## config.mk

```make
export PLATFORM = sky130hd
export DESIGN_NAME = ray_obb_slab_intersect
export DESIGN_NICKNAME = d
export VERILOG_FILES = /design/src/rtl/rayobb_pkg.sv /design/src/rtl/rayobb_div.sv /design/src/rtl/rayobb_dp.sv /design/src/rtl/rayobb_ctrl.sv /design/src/rtl/ray_obb_slab_intersect.sv
export VERILOG_INCLUDE_DIRS = /design/src /design/src/rtl
export SDC_FILE = /design/constraint.sdc
export NUM_CORES = 2
export LEC_CHECK = 0
export ABC_AREA = 0
export BUFFER_PORTS_ARGS = -buffer_cell sky130_fd_sc_hd__buf_2
export CORE_ASPECT_RATIO = 0.5
export CORE_UTILIZATION = 60
export CTS_BUF_LIST = sky130_fd_sc_hd__clkbuf_4 sky130_fd_sc_hd__clkbuf_8
export DETAILED_ROUTE_END_ITERATION = 6
export PLACE_DENSITY = 0.86
export SETUP_SLACK_MARGIN = 0.15
export SYNTH_ARGS = -nofsm -noshare
export SYNTH_HDL_FRONTEND = slang
export SYNTH_SLANG_ARGS = --single-unit
```

## constraint.sdc

```tcl
create_clock -name clk -period 26.5 [get_ports clk]
set_input_delay 1.325 -clock clk [delete_from_list [all_inputs] [get_ports clk]]
set_output_delay 1.325 -clock clk [all_outputs]
set_load 0.005 [all_outputs]
```

## src/rtl/ray_obb_slab_intersect_defines.svh

```systemverilog
// Assertion macros shared by the ray/box slab test RTL
`ifndef RAY_OBB_SLAB_INTERSECT_DEFINES_SVH
`define RAY_OBB_SLAB_INTERSECT_DEFINES_SVH

// Clocked check, masked while reset is asserted
`define RAYOBB_ASSERT(name, prop, msg) \
	name: assert property (@(posedge clk) disable iff (!arst_n) prop) else $error(msg);

// Clocked check that also holds during reset
`define RAYOBB_ASSERT_ALWAYS(name, prop, msg) \
	name: assert property (@(posedge clk) prop) else $error(msg);

`endif

```

## src/rtl/rayobb_pkg.sv

```systemverilog
// Shared constants and controller/datapath types for the ray/box slab test
`default_nettype none
package rayobb_pkg;
	localparam int unsigned AXIS_W  = 26;
	localparam int unsigned POS_W   = 48;
	localparam int unsigned HALF_W  = 47;
	localparam int unsigned DELTA_W = 49;
	localparam int unsigned PROD_W  = 52;
	localparam int unsigned E_W     = 52;
	localparam int unsigned F_W     = 30;
	localparam int unsigned NUM_W   = 53;
	localparam int unsigned DEN_W   = 30;
	localparam int unsigned T_W     = 48;
	localparam int unsigned FRAC_W  = 24;
	localparam int unsigned DVD_W   = 78;
	localparam int unsigned CNT_W   = 7;
	localparam int unsigned IDX_W   = 3;
	localparam int unsigned IN_W    = 272;
	localparam int unsigned OUT_W   = 48;

	localparam logic [T_W-1:0]    QMAX      = {1'b0, {(T_W-1){1'b1}}};
	localparam logic [HALF_W-1:0] FAR_RESET = 47'd1677721600000;
	localparam logic [F_W-1:0]    EPS_RAW   = 30'd16;
	localparam logic [CNT_W-1:0]  DIV_LAST  = 7'd77;

	// multiplier operand kinds
	localparam logic [1:0] MK_HI  = 2'd0;
	localparam logic [1:0] MK_LO  = 2'd1;
	localparam logic [1:0] MK_DIR = 2'd2;

	// config register indexes
	localparam logic [IDX_W-1:0] CFG_ORIGIN_X = 3'd0;
	localparam logic [IDX_W-1:0] CFG_ORIGIN_Y = 3'd1;
	localparam logic [IDX_W-1:0] CFG_ORIGIN_Z = 3'd2;
	localparam logic [IDX_W-1:0] CFG_DIR_X    = 3'd3;
	localparam logic [IDX_W-1:0] CFG_DIR_Y    = 3'd4;
	localparam logic [IDX_W-1:0] CFG_DIR_Z    = 3'd5;
	localparam logic [IDX_W-1:0] CFG_FAR      = 3'd6;

	typedef struct packed {
		logic       load;
		logic       mul_en;
		logic [1:0] mul_axis;
		logic [1:0] mul_kind;
		logic       par_chk;
		logic       div_start;
		logic       div_sel;
		logic       cap_t0;
		logic       cap_t1;
		logic       upd;
		logic       emit;
	} dp_cmd_t;

	typedef struct packed {
		logic missed;
		logic last;
		logic parallel;
		logic div_busy;
		logic div_done;
	} dp_sts_t;
endpackage
`default_nettype wire

```

## src/rtl/rayobb_div.sv

```systemverilog
// Restoring divider, one quotient bit per cycle, saturating magnitude result
`default_nettype none
module rayobb_div (
	input  wire logic                         clk,
	input  wire logic                         arst_n,
	input  wire logic                         start,
	input  wire logic [rayobb_pkg::NUM_W-1:0] num_mag,
	input  wire logic [rayobb_pkg::DEN_W-1:0] den_mag,
	output logic                              busy,
	output logic                              done,
	output logic [rayobb_pkg::T_W-1:0]        quot
);
	import rayobb_pkg::*;

	logic [DVD_W-1:0] dvd_q;
	logic [DEN_W-1:0] den_q;
	logic [DEN_W-1:0] rem_q;
	logic [T_W-1:0]   q_q;
	logic             ovf_q;
	logic [CNT_W-1:0] cnt_q;
	logic             run_q;
	logic             done_q;
	logic [DEN_W:0]   try_rem;
	logic [DEN_W:0]   sub_rem;
	logic             ge;

	// trial subtract of the divisor from the shifted remainder
	always_comb begin
		try_rem = {rem_q, dvd_q[DVD_W-1]};
		ge      = try_rem >= {1'b0, den_q};
		sub_rem = try_rem - {1'b0, den_q};
	end

	// control: step counter and done pulse
	always_ff @(posedge clk or negedge arst_n) begin
		if (!arst_n) begin
			run_q  <= 1'b0;
			done_q <= 1'b0;
			cnt_q  <= '0;
		end else begin
			done_q <= 1'b0;
			if (start) begin
				run_q <= 1'b1;
				cnt_q <= DIV_LAST;
			end else if (run_q) begin
				cnt_q <= cnt_q - 1'b1;
				if (cnt_q == '0) begin
					run_q  <= 1'b0;
					done_q <= 1'b1;
				end
			end
		end
	end

	// datapath: dividend shifter, remainder, quotient
	always_ff @(posedge clk) begin
		if (start) begin
			dvd_q <= {1'b0, num_mag, {FRAC_W{1'b0}}};
			den_q <= den_mag;
			rem_q <= '0;
			q_q   <= '0;
			ovf_q <= 1'b0;
		end else if (run_q) begin
			dvd_q <= {dvd_q[DVD_W-2:0], 1'b0};
			rem_q <= ge ? sub_rem[DEN_W-1:0] : try_rem[DEN_W-1:0];
			q_q   <= {q_q[T_W-2:0], ge};
			ovf_q <= ovf_q | q_q[T_W-1];
		end
	end

	assign busy = run_q;
	assign done = done_q;
	assign quot = (ovf_q || q_q[T_W-1]) ? QMAX : q_q;
endmodule
`default_nettype wire

```

## src/rtl/rayobb_dp.sv

```systemverilog
// Datapath: config registers, shared multiplier, divider, slab bounds, result register
`default_nettype none
module rayobb_dp (
	input  wire logic                         clk,
	input  wire logic                         arst_n,
	input  wire logic                         cfg_we,
	input  wire logic [rayobb_pkg::IDX_W-1:0] cfg_index,
	input  wire logic [rayobb_pkg::POS_W-1:0] cfg_wdata,
	input  wire logic [rayobb_pkg::IN_W-1:0]  in_data,
	input  wire logic                         in_last,
	input  wire rayobb_pkg::dp_cmd_t          cmd,
	output rayobb_pkg::dp_sts_t               sts,
	output logic [rayobb_pkg::OUT_W-1:0]      out_data
);
	import rayobb_pkg::*;

	logic signed [POS_W-1:0]   origin_q [3];
	logic signed [AXIS_W-1:0]  dir_q [3];
	logic [HALF_W-1:0]         far_limit_q;
	logic signed [AXIS_W-1:0]  axis_q [3];
	logic signed [DELTA_W-1:0] delta_q [3];
	logic [HALF_W-1:0]         half_q;
	logic                      last_q;
	logic signed [AXIS_W-1:0]  mul_a;
	logic signed [AXIS_W-1:0]  mul_b;
	logic signed [DELTA_W-1:0] mul_d;
	logic signed [AXIS_W-1:0]  mul_dir;
	logic signed [PROD_W-1:0]  prod_s2;
	logic signed [PROD_W-1:0]  prod_sh;
	logic                      acc_en_s2;
	logic [1:0]                kind_s2;
	logic signed [E_W-1:0]     e_q;
	logic signed [F_W-1:0]     f_q;
	logic signed [NUM_W-1:0]   e_ext;
	logic signed [NUM_W-1:0]   h_ext;
	logic signed [NUM_W-1:0]   num;
	logic [NUM_W-1:0]          num_mag;
	logic [DEN_W-1:0]          den_mag;
	logic                      neg_q;
	logic [T_W-1:0]            quot;
	logic signed [T_W-1:0]     t_val;
	logic signed [T_W-1:0]     ta_q;
	logic signed [T_W-1:0]     tb_q;
	logic signed [T_W-1:0]     t_lo;
	logic signed [T_W-1:0]     t_hi;
	logic signed [T_W-1:0]     near_nx;
	logic signed [T_W-1:0]     far_nx;
	logic signed [T_W-1:0]     near_q;
	logic signed [T_W-1:0]     far_q;
	logic                      missed_q;
	logic                      hit_q;
	logic [HALF_W-1:0]         dist_q;
	logic                      div_busy;
	logic                      div_done;

	// config registers; far limit write reloads the far bound too
	always_ff @(posedge clk or negedge arst_n) begin
		if (!arst_n) begin
			origin_q[0] <= '0;
			origin_q[1] <= '0;
			origin_q[2] <= '0;
			dir_q[0]    <= '0;
			dir_q[1]    <= '0;
			dir_q[2]    <= '0;
			far_limit_q <= FAR_RESET;
		end else if (cfg_we) begin
			case (cfg_index)
				CFG_ORIGIN_X: origin_q[0] <= cfg_wdata;
				CFG_ORIGIN_Y: origin_q[1] <= cfg_wdata;
				CFG_ORIGIN_Z: origin_q[2] <= cfg_wdata;
				CFG_DIR_X:    dir_q[0] <= cfg_wdata[AXIS_W-1:0];
				CFG_DIR_Y:    dir_q[1] <= cfg_wdata[AXIS_W-1:0];
				CFG_DIR_Z:    dir_q[2] <= cfg_wdata[AXIS_W-1:0];
				CFG_FAR:      far_limit_q <= cfg_wdata[HALF_W-1:0];
				default:      ;
			endcase
		end
	end

	// item capture: axis, half extent, center offset from origin
	always_ff @(posedge clk) begin
		if (cmd.load) begin
			axis_q[0]  <= in_data[25:0];
			axis_q[1]  <= in_data[51:26];
			axis_q[2]  <= in_data[77:52];
			half_q     <= in_data[124:78];
			delta_q[0] <= $signed({in_data[172], in_data[172:125]})
				- $signed({origin_q[0][POS_W-1], origin_q[0]});
			delta_q[1] <= $signed({in_data[220], in_data[220:173]})
				- $signed({origin_q[1][POS_W-1], origin_q[1]});
			delta_q[2] <= $signed({in_data[268], in_data[268:221]})
				- $signed({origin_q[2][POS_W-1], origin_q[2]});
			last_q     <= in_last;
		end
	end

	// multiplier operand select
	always_comb begin
		case (cmd.mul_axis)
			2'd0: begin
				mul_a = axis_q[0]; mul_d = delta_q[0]; mul_dir = dir_q[0];
			end
			2'd1: begin
				mul_a = axis_q[1]; mul_d = delta_q[1]; mul_dir = dir_q[1];
			end
			default: begin
				mul_a = axis_q[2]; mul_d = delta_q[2]; mul_dir = dir_q[2];
			end
		endcase
		case (cmd.mul_kind)
			MK_HI:   mul_b = {mul_d[DELTA_W-1], mul_d[DELTA_W-1:FRAC_W]};
			MK_LO:   mul_b = {2'b00, mul_d[FRAC_W-1:0]};
			default: mul_b = mul_dir;
		endcase
	end

	// multiply stage
	always_ff @(posedge clk or negedge arst_n) begin
		if (!arst_n) begin
			acc_en_s2 <= 1'b0;
		end else begin
			acc_en_s2 <= cmd.mul_en;
		end
	end

	always_ff @(posedge clk) begin
		prod_s2 <= mul_a * mul_b;
		kind_s2 <= cmd.mul_kind;
	end

	assign prod_sh = prod_s2 >>> FRAC_W;

	// accumulate projections e (offset) and f (direction)
	always_ff @(posedge clk) begin
		if (cmd.load) begin
			e_q <= '0;
			f_q <= '0;
		end else if (acc_en_s2) begin
			case (kind_s2)
				MK_HI:   e_q <= e_q + prod_s2;
				MK_LO:   e_q <= e_q + prod_sh;
				default: f_q <= f_q + prod_sh[F_W-1:0];
			endcase
		end
	end

	// divider operands: (e +/- h) over f as magnitudes
	always_comb begin
		e_ext   = {e_q[E_W-1], e_q};
		h_ext   = $signed({{(NUM_W-HALF_W){1'b0}}, half_q});
		num     = cmd.div_sel ? (e_ext - h_ext) : (e_ext + h_ext);
		num_mag = num[NUM_W-1] ? -num : num;
		den_mag = f_q[F_W-1] ? -f_q : f_q;
	end

	always_ff @(posedge clk) begin
		if (cmd.div_start) begin
			neg_q <= num[NUM_W-1] ^ f_q[F_W-1];
		end
	end

	rayobb_div u_div (
		.clk     (clk),
		.arst_n  (arst_n),
		.start   (cmd.div_start),
		.num_mag (num_mag),
		.den_mag (den_mag),
		.busy    (div_busy),
		.done    (div_done),
		.quot    (quot)
	);

	assign t_val = neg_q ? -$signed(quot) : $signed(quot);

	always_ff @(posedge clk) begin
		if (cmd.cap_t0) ta_q <= t_val;
		if (cmd.cap_t1) tb_q <= t_val;
	end

	// narrowed bounds
	always_comb begin
		t_lo    = (ta_q > tb_q) ? tb_q : ta_q;
		t_hi    = (ta_q > tb_q) ? ta_q : tb_q;
		near_nx = (t_lo > near_q) ? t_lo : near_q;
		far_nx  = (t_hi < far_q) ? t_hi : far_q;
	end

	// box state: bounds and miss flag
	always_ff @(posedge clk or negedge arst_n) begin
		if (!arst_n) begin
			near_q   <= '0;
			far_q    <= {1'b0, FAR_RESET};
			missed_q <= 1'b0;
		end else if (cfg_we && cfg_index == CFG_FAR) begin
			far_q <= {1'b0, cfg_wdata[HALF_W-1:0]};
		end else if (cmd.emit) begin
			near_q   <= '0;
			far_q    <= {1'b0, far_limit_q};
			missed_q <= 1'b0;
		end else if (cmd.upd) begin
			near_q <= near_nx;
			far_q  <= far_nx;
			if (near_nx > far_nx || far_nx[T_W-1]) missed_q <= 1'b1;
		end else if (cmd.par_chk) begin
			if (e_ext < -h_ext || e_ext > h_ext) missed_q <= 1'b1;
		end
	end

	// result register
	always_ff @(posedge clk) begin
		if (cmd.emit) begin
			hit_q  <= !missed_q;
			dist_q <= missed_q ? '0 : near_q[HALF_W-1:0];
		end
	end

	assign out_data     = {dist_q, hit_q};
	assign sts.missed   = missed_q;
	assign sts.last     = last_q;
	assign sts.parallel = ($signed(f_q) <= $signed(EPS_RAW)) && ($signed(f_q) >= -$signed(EPS_RAW));
	assign sts.div_busy = div_busy;
	assign sts.div_done = div_done;
endmodule
`default_nettype wire

```

## src/rtl/rayobb_ctrl.sv

```systemverilog
// Controller: sequences multiply steps, two divisions, bound update and result handoff
`default_nettype none
module rayobb_ctrl (
	input  wire logic                clk,
	input  wire logic                arst_n,
	input  wire logic                in_valid,
	output logic                     in_ready,
	output logic                     out_valid,
	input  wire logic                out_ready,
	input  wire rayobb_pkg::dp_sts_t sts,
	output rayobb_pkg::dp_cmd_t      cmd
);
	import rayobb_pkg::*;

	localparam logic [3:0] ST_IDLE = 4'd0;
	localparam logic [3:0] ST_MUL  = 4'd1;
	localparam logic [3:0] ST_ACC  = 4'd2;
	localparam logic [3:0] ST_CHK  = 4'd3;
	localparam logic [3:0] ST_DIV0 = 4'd4;
	localparam logic [3:0] ST_ST1  = 4'd5;
	localparam logic [3:0] ST_DIV1 = 4'd6;
	localparam logic [3:0] ST_UPD  = 4'd7;
	localparam logic [3:0] ST_TAIL = 4'd8;

	logic [3:0] state_q, state_nx;
	logic [1:0] axis_q, axis_nx;
	logic [1:0] kind_q, kind_nx;
	logic       out_valid_q;

	// next state and commands
	always_comb begin
		state_nx = state_q;
		axis_nx  = axis_q;
		kind_nx  = kind_q;
		cmd      = '0;
		cmd.mul_axis = axis_q;
		cmd.mul_kind = kind_q;
		case (state_q)
			ST_IDLE: begin
				if (in_valid) begin
					cmd.load = 1'b1;
					axis_nx  = 2'd0;
					kind_nx  = MK_HI;
					state_nx = sts.missed ? ST_TAIL : ST_MUL;
				end
			end
			ST_MUL: begin
				cmd.mul_en = 1'b1;
				if (kind_q == MK_DIR) begin
					kind_nx = MK_HI;
					axis_nx = axis_q + 2'd1;
					if (axis_q == 2'd2) state_nx = ST_ACC;
				end else begin
					kind_nx = kind_q + 2'd1;
				end
			end
			ST_ACC: state_nx = ST_CHK;
			ST_CHK: begin
				if (sts.parallel) begin
					cmd.par_chk = 1'b1;
					state_nx    = ST_TAIL;
				end else begin
					cmd.div_start = 1'b1;
					state_nx      = ST_DIV0;
				end
			end
			ST_DIV0: begin
				if (sts.div_done) begin
					cmd.cap_t0 = 1'b1;
					state_nx   = ST_ST1;
				end
			end
			ST_ST1: begin
				cmd.div_start = 1'b1;
				cmd.div_sel   = 1'b1;
				state_nx      = ST_DIV1;
			end
			ST_DIV1: begin
				if (sts.div_done) begin
					cmd.cap_t1 = 1'b1;
					state_nx   = ST_UPD;
				end
			end
			ST_UPD: begin
				cmd.upd  = 1'b1;
				state_nx = ST_TAIL;
			end
			ST_TAIL: begin
				if (!sts.last) begin
					state_nx = ST_IDLE;
				end else if (!out_valid_q || out_ready) begin
					cmd.emit = 1'b1;
					state_nx = ST_IDLE;
				end
			end
			default: state_nx = ST_IDLE;
		endcase
	end

	always_ff @(posedge clk or negedge arst_n) begin
		if (!arst_n) begin
			state_q     <= ST_IDLE;
			axis_q      <= '0;
			kind_q      <= MK_HI;
			out_valid_q <= 1'b0;
		end else begin
			state_q <= state_nx;
			axis_q  <= axis_nx;
			kind_q  <= kind_nx;
			if (cmd.emit) out_valid_q <= 1'b1;
			else if (out_ready) out_valid_q <= 1'b0;
		end
	end

	assign in_ready  = (state_q == ST_IDLE);
	assign out_valid = out_valid_q;
endmodule
`default_nettype wire

```

## src/rtl/ray_obb_slab_intersect.sv

```systemverilog
// Top level: ray against oriented box, slab test, Q24.24 fixed point
// Input stream: one item per slab of a box; s_axis_tlast marks the box's
// last slab. Output stream: one item per box, hit flag and entry distance.
// Config port: origin x/y/z, direction x/y/z, far limit at indexes 0..6;
// the user must write it only while the block is idle (the block does not
// enforce this); a far limit write also reloads the working far bound.
// Timing: one slab item at a time. A slab runs from accept until the next
// item can be taken through: accept, 9 multiply steps through one shared
// 26x26 multiplier plus a drain step, a check, then two 78-step
// one-bit-per-cycle divisions on the shared divider, each followed by a
// done step, with a restart step between them, then update and handoff.
// A slab parallel to the ray skips the divisions and update; any slab after
// a miss goes straight from accept to handoff. The result is registered and
// appears in the cycle after the last slab's handoff.
// Reset clears the box state (near 0, far = far limit, no miss) and the
// config registers to their defaults. A result waits in the output register
// while the receiver stalls; the block can take further slabs meanwhile and
// holds only when a new result would overwrite one not yet taken.
`default_nettype none
`include "ray_obb_slab_intersect_defines.svh"
module ray_obb_slab_intersect (
	input  wire logic                          clk,
	input  wire logic                          arst_n,
	input  wire logic                          cfg_we,
	input  wire logic [rayobb_pkg::IDX_W-1:0]  cfg_index,
	input  wire logic [rayobb_pkg::POS_W-1:0]  cfg_wdata,
	input  wire logic                          s_axis_tvalid,
	output logic                               s_axis_tready,
	// axis_x, axis_y, axis_z, half_extent, center_x, center_y, center_z, pad
	input  wire logic [rayobb_pkg::IN_W-1:0]   s_axis_tdata,
	input  wire logic                          s_axis_tlast,
	output logic                               m_axis_tvalid,
	input  wire logic                          m_axis_tready,
	// hit, distance
	output logic [rayobb_pkg::OUT_W-1:0]       m_axis_tdata
);
	import rayobb_pkg::*;

	dp_cmd_t cmd;
	dp_sts_t sts;

	rayobb_ctrl u_ctrl (
		.clk       (clk),
		.arst_n    (arst_n),
		.in_valid  (s_axis_tvalid),
		.in_ready  (s_axis_tready),
		.out_valid (m_axis_tvalid),
		.out_ready (m_axis_tready),
		.sts       (sts),
		.cmd       (cmd)
	);

	rayobb_dp u_dp (
		.clk       (clk),
		.arst_n    (arst_n),
		.cfg_we    (cfg_we),
		.cfg_index (cfg_index),
		.cfg_wdata (cfg_wdata),
		.in_data   (s_axis_tdata),
		.in_last   (s_axis_tlast),
		.cmd       (cmd),
		.sts       (sts),
		.out_data  (m_axis_tdata)
	);

	// checks
	`RAYOBB_ASSERT(a_one_item, (s_axis_tvalid && s_axis_tready) |=> !s_axis_tready, "item while busy")
	`RAYOBB_ASSERT(a_div_free, cmd.div_start |-> !sts.div_busy, "divider restarted while busy")
	`RAYOBB_ASSERT(a_no_overwrite, cmd.emit |-> !(m_axis_tvalid && !m_axis_tready), "result overwritten")
	`RAYOBB_ASSERT_ALWAYS(a_rst_out, !arst_n |-> !m_axis_tvalid, "output valid during reset")
endmodule
`default_nettype wire

```

==> impl_metrics.yaml <==
synth:
  ys_types: 120
  yosys-mux-area-fraction_pct: 3.06
  synth_top_family_by_area: "adder cells"
  synth_compound_area_share_pct: 15.7
  synth-simple-area-share_pct: 14.5
  synthArstFlopShare_pct: 34.9
  avgSynthCellArea_um2: 9.20
  synth_fa_ha_area_share_pct: 25.2
  netlist_area_mm2: 0.0943
  synth_top_area_share_pct: 16.0
  synthXorXnorAreaFrac_pct: 4.19
  synth_edf_count: 501
  ys_seq_area_share_pct: 30.8
  yosysTopAreaCell: "edfxtp_1"
  synth_ff_type: "edfxtp_1"
  yosys_warnings: 0
  syn_inst: 10248
  ys_ff_latch: 1102
  synth_nets: 12041
  synth.top_cells.by_area: "edfxtp_1 (16%), fa_1 (15%), dfrtp_1 (9.9%)"
power:
  leakagePower_uw: 0.0462
  p_per_area_mw_per_mm2: 49.4
  ir_drop_mv: 0.0538
sta:
  rsz0062_at_grt: "false"
  relSlewSlack_pct: -0.101
  setup_tns_ns: 0
  finalClockSkew_ns: 0.106
  hold_viol: 0
  fmax_mhz: 85.1
  slew_violations: 8
  timing.final.crit_share_pct: 44.4
  worstMarginPinSlew_ns: 1.50
  whs_ns: 0.450
  setup_viol: 0
  min_period_ns: 11.75
layout:
  areaGrowthSynthToFinish_pct: 7.70
  multi_input_area_mm2: 0.0592
  drive_gt1_share_pct: 10.1
  fillers: 11961
  nets: 12247
  seq_area_mm2: 0.0290
floorplan:
  fp.dieW_um: 563
  die_h_um: 282
  start_util_pct: 60.7
  dieArea_mm2: 0.159
  rows: 102
  coreArea_mm2: 0.155
  ioPinCount: 379
detailed_routing:
  wirelength_um: 286000
  drcViolationCount: 5
  drt_iter0_drc: 9906
  vias: 79445
  detail-route-antenna-nets: 0
  wire_per_inst_um: 22.6
  viasPerCell: 6.27
  dr.pass1.iters: 7
clocking:
  hold_buffers: 0
  cts_tree: "built"
  cts_buffers: 166
  ctsHtreeMaxLevel: 4
  cts_buffer_depth: 4
  cts-root-buf: "clkbuf_8"
  cts_setup_buffers: 0
  clk_pin_slew_ns: 0.07
  clkSinkCount: 1102
  clk-insertion-delay-late_ns: 0.92
  cts-resized-gates: 0
global_routing:
  antenna_found_initial: 22
  grt_max_degree: 142
  grt_pass1_wl_um: 437000
  gr-usage-all-layers_pct: 35.6
  overflow: 0
  grt_pass1_vias: 76737
critical_path:
  critPathCaptureType: "flip-flop"
  max_stage_delay_ns: 0.72
  cp.arrival_ns: 12.47
  critPathMaxFanout: 65
  slowest_stage: "buf_4"
  required_ns: 27.22
  crit_buf_inv: 7
  crit_family: "adder cells"
  crit_path_start_kind: "flip-flop"
  timing_worst_setup_path_type: "reg -> reg"
  cpMostUsedCell: "fa_1"
place:
  portBuffers: 375
  gp_congestion: 1.02
  place_hpwl_um: 215000
min_path:
  hold_class: "in -> async"
outcome:
  violations: "design-rule violations, max-capacitance violations, max-slew violations"
  status: "finished with violations"
flow_run:
  maxCapViolations: 1
[power breakdown]
part           switching (uW)  total [uW]  internal, uW  leakage [uW]
combinational             762        1350           585        0.0332
sequential                148        2160          2010        0.0111
clock                     717        1510           797       0.00185
total                    1630        5020          3390        0.0462
[layer usage]
layer	vias to the layer above	GRT usage (%)	routed length, um
met2	4766	52.7	120000
li1	35466	-	-
met4	20	14.6	13600
met1	38311	47.8	113000
met5	-	0	144
met3	882	12.2	39500
[sequential cells by signal, indices dropped and copies added, names as in the netlist, 2 cells and up]
| name | flops |
|---|---|
| u_dp.u_div.q_q | 48 |
| u_dp.dist_q | 47 |
| u_dp.far_q | 48 |
| u_dp.prod_s2 | 52 |
| u_dp.axis_q | 78 |
| u_dp.near_q | 48 |
| u_dp.u_div.cnt_q | 7 |
| u_dp.u_div.rem_q | 30 |
| u_ctrl.kind_q | 2 |
| u_ctrl.state_q | 4 |
| u_dp.delta_q | 147 |
| u_dp.u_div.dvd_q | 54 |
| u_dp.dir_q | 78 |
| u_dp.e_q | 52 |
| u_dp.tb_q | 48 |
| u_dp.origin_q | 144 |
| u_dp.kind_s2 | 2 |
| u_dp.far_limit_q | 47 |
| u_ctrl.axis_q | 2 |
| u_dp.u_div.den_q | 30 |
| u_dp.ta_q | 48 |
| u_dp.half_q | 47 |
| u_dp.f_q | 30 |
[path summary, 6_finish.rpt]
path | end | depth (start not counted) | startpoint | slack (ns)
min reg2reg | u_dp.far_limit_q[39] | 2 | u_dp.far_limit_q[39] | 0.46
max reg2reg | u_dp.prod_s2[47] | 34 | u_ctrl.axis_q[1] | 14.75
max | u_dp.prod_s2[47] | 34 | u_ctrl.axis_q[1] | 14.75
min | u_dp.origin_q[126] | 1 | arst_n | 0.45
min in group clk | u_dp.far_limit_q[39] | 2 | u_dp.far_limit_q[39] | 0.46
max in group asynchronous | u_dp.u_div.busy | 3 | arst_n | 23.73
[metrics by stage]
| stage | total power, uW | utilization, % | setup slack (ns) | cells | area (um2) |
|---|---|---|---|---|---|
| final | 5020 | 65.4 | 14.75 | 12674 | 102000 |
| after floorplan | 3140 | - | 16.35 | 10248 | 94300 |
| after global routing | 5250 | 65.4 | 14.42 | 12672 | 102000 |
| after CTS | 4990 | 65.3 | 15.23 | 12663 | 101000 |
| after global placement | 3430 | 63.1 | 15.54 | 12366 | 98000 |
| after detailed placement | 3490 | 63.1 | 15.33 | 12366 | 98000 |
[cells by family after synthesis]
family          Yosys count
simple gates           3040
compound gates         2284
buf+inv                1640
fa+ha+maj              1464
flops                  1102
xor+xnor                450
mux                     268
[layout by cell type, fill, tap and decap left out, types with 121 or more instances in the layout]
cell and n:
nand2_1 1360, dfxtp_1 216, mux2_2 157, o21ai_0 489
xor2_1 131, dfrtp_1 372, clkbuf_8 193, fa_1 717
a21o_1 275, a21oi_1 698, nor2_1 701, nor3_1 188
nand3_1 167, xnor2_1 318, nand4_1 121, ha_1 744
edfxtp_1 501, inv_1 1193, buf_2 374
[cells in the mapped netlist, drive strengths merged, types with 74 or more instances]
library cell	n
a21o	275
a21oi	701
a22o	81
a22oi	77
buf	87
clkbuf	351
dfrtp	373
dfxtp	216
edfxtp	501
fa	718
ha	746
inv	1201
mux2	158
mux2i	110
nand2	1361
nand2b	77
nand3	167
nand4	121
nor2	706
nor2b	82
nor3	208
o21ai	512
o21bai	74
xnor2	319
xor2	131
[final cells by class]
class | count | share of cell area (%)
Sequential cell | 1102 | 28.6
Timing Repair Buffer | 476 | 2.62
Clock inverter | 44 | 0.340
Multi-Input combinational cell | 7506 | 58.3
Clock buffer | 253 | 3.06
Antenna cell | 11 | 0.0271
Tap cell | 2080 | 2.56
Inverter | 1202 | 4.46
Note: power is estimated with default switching activity, not from simulation.
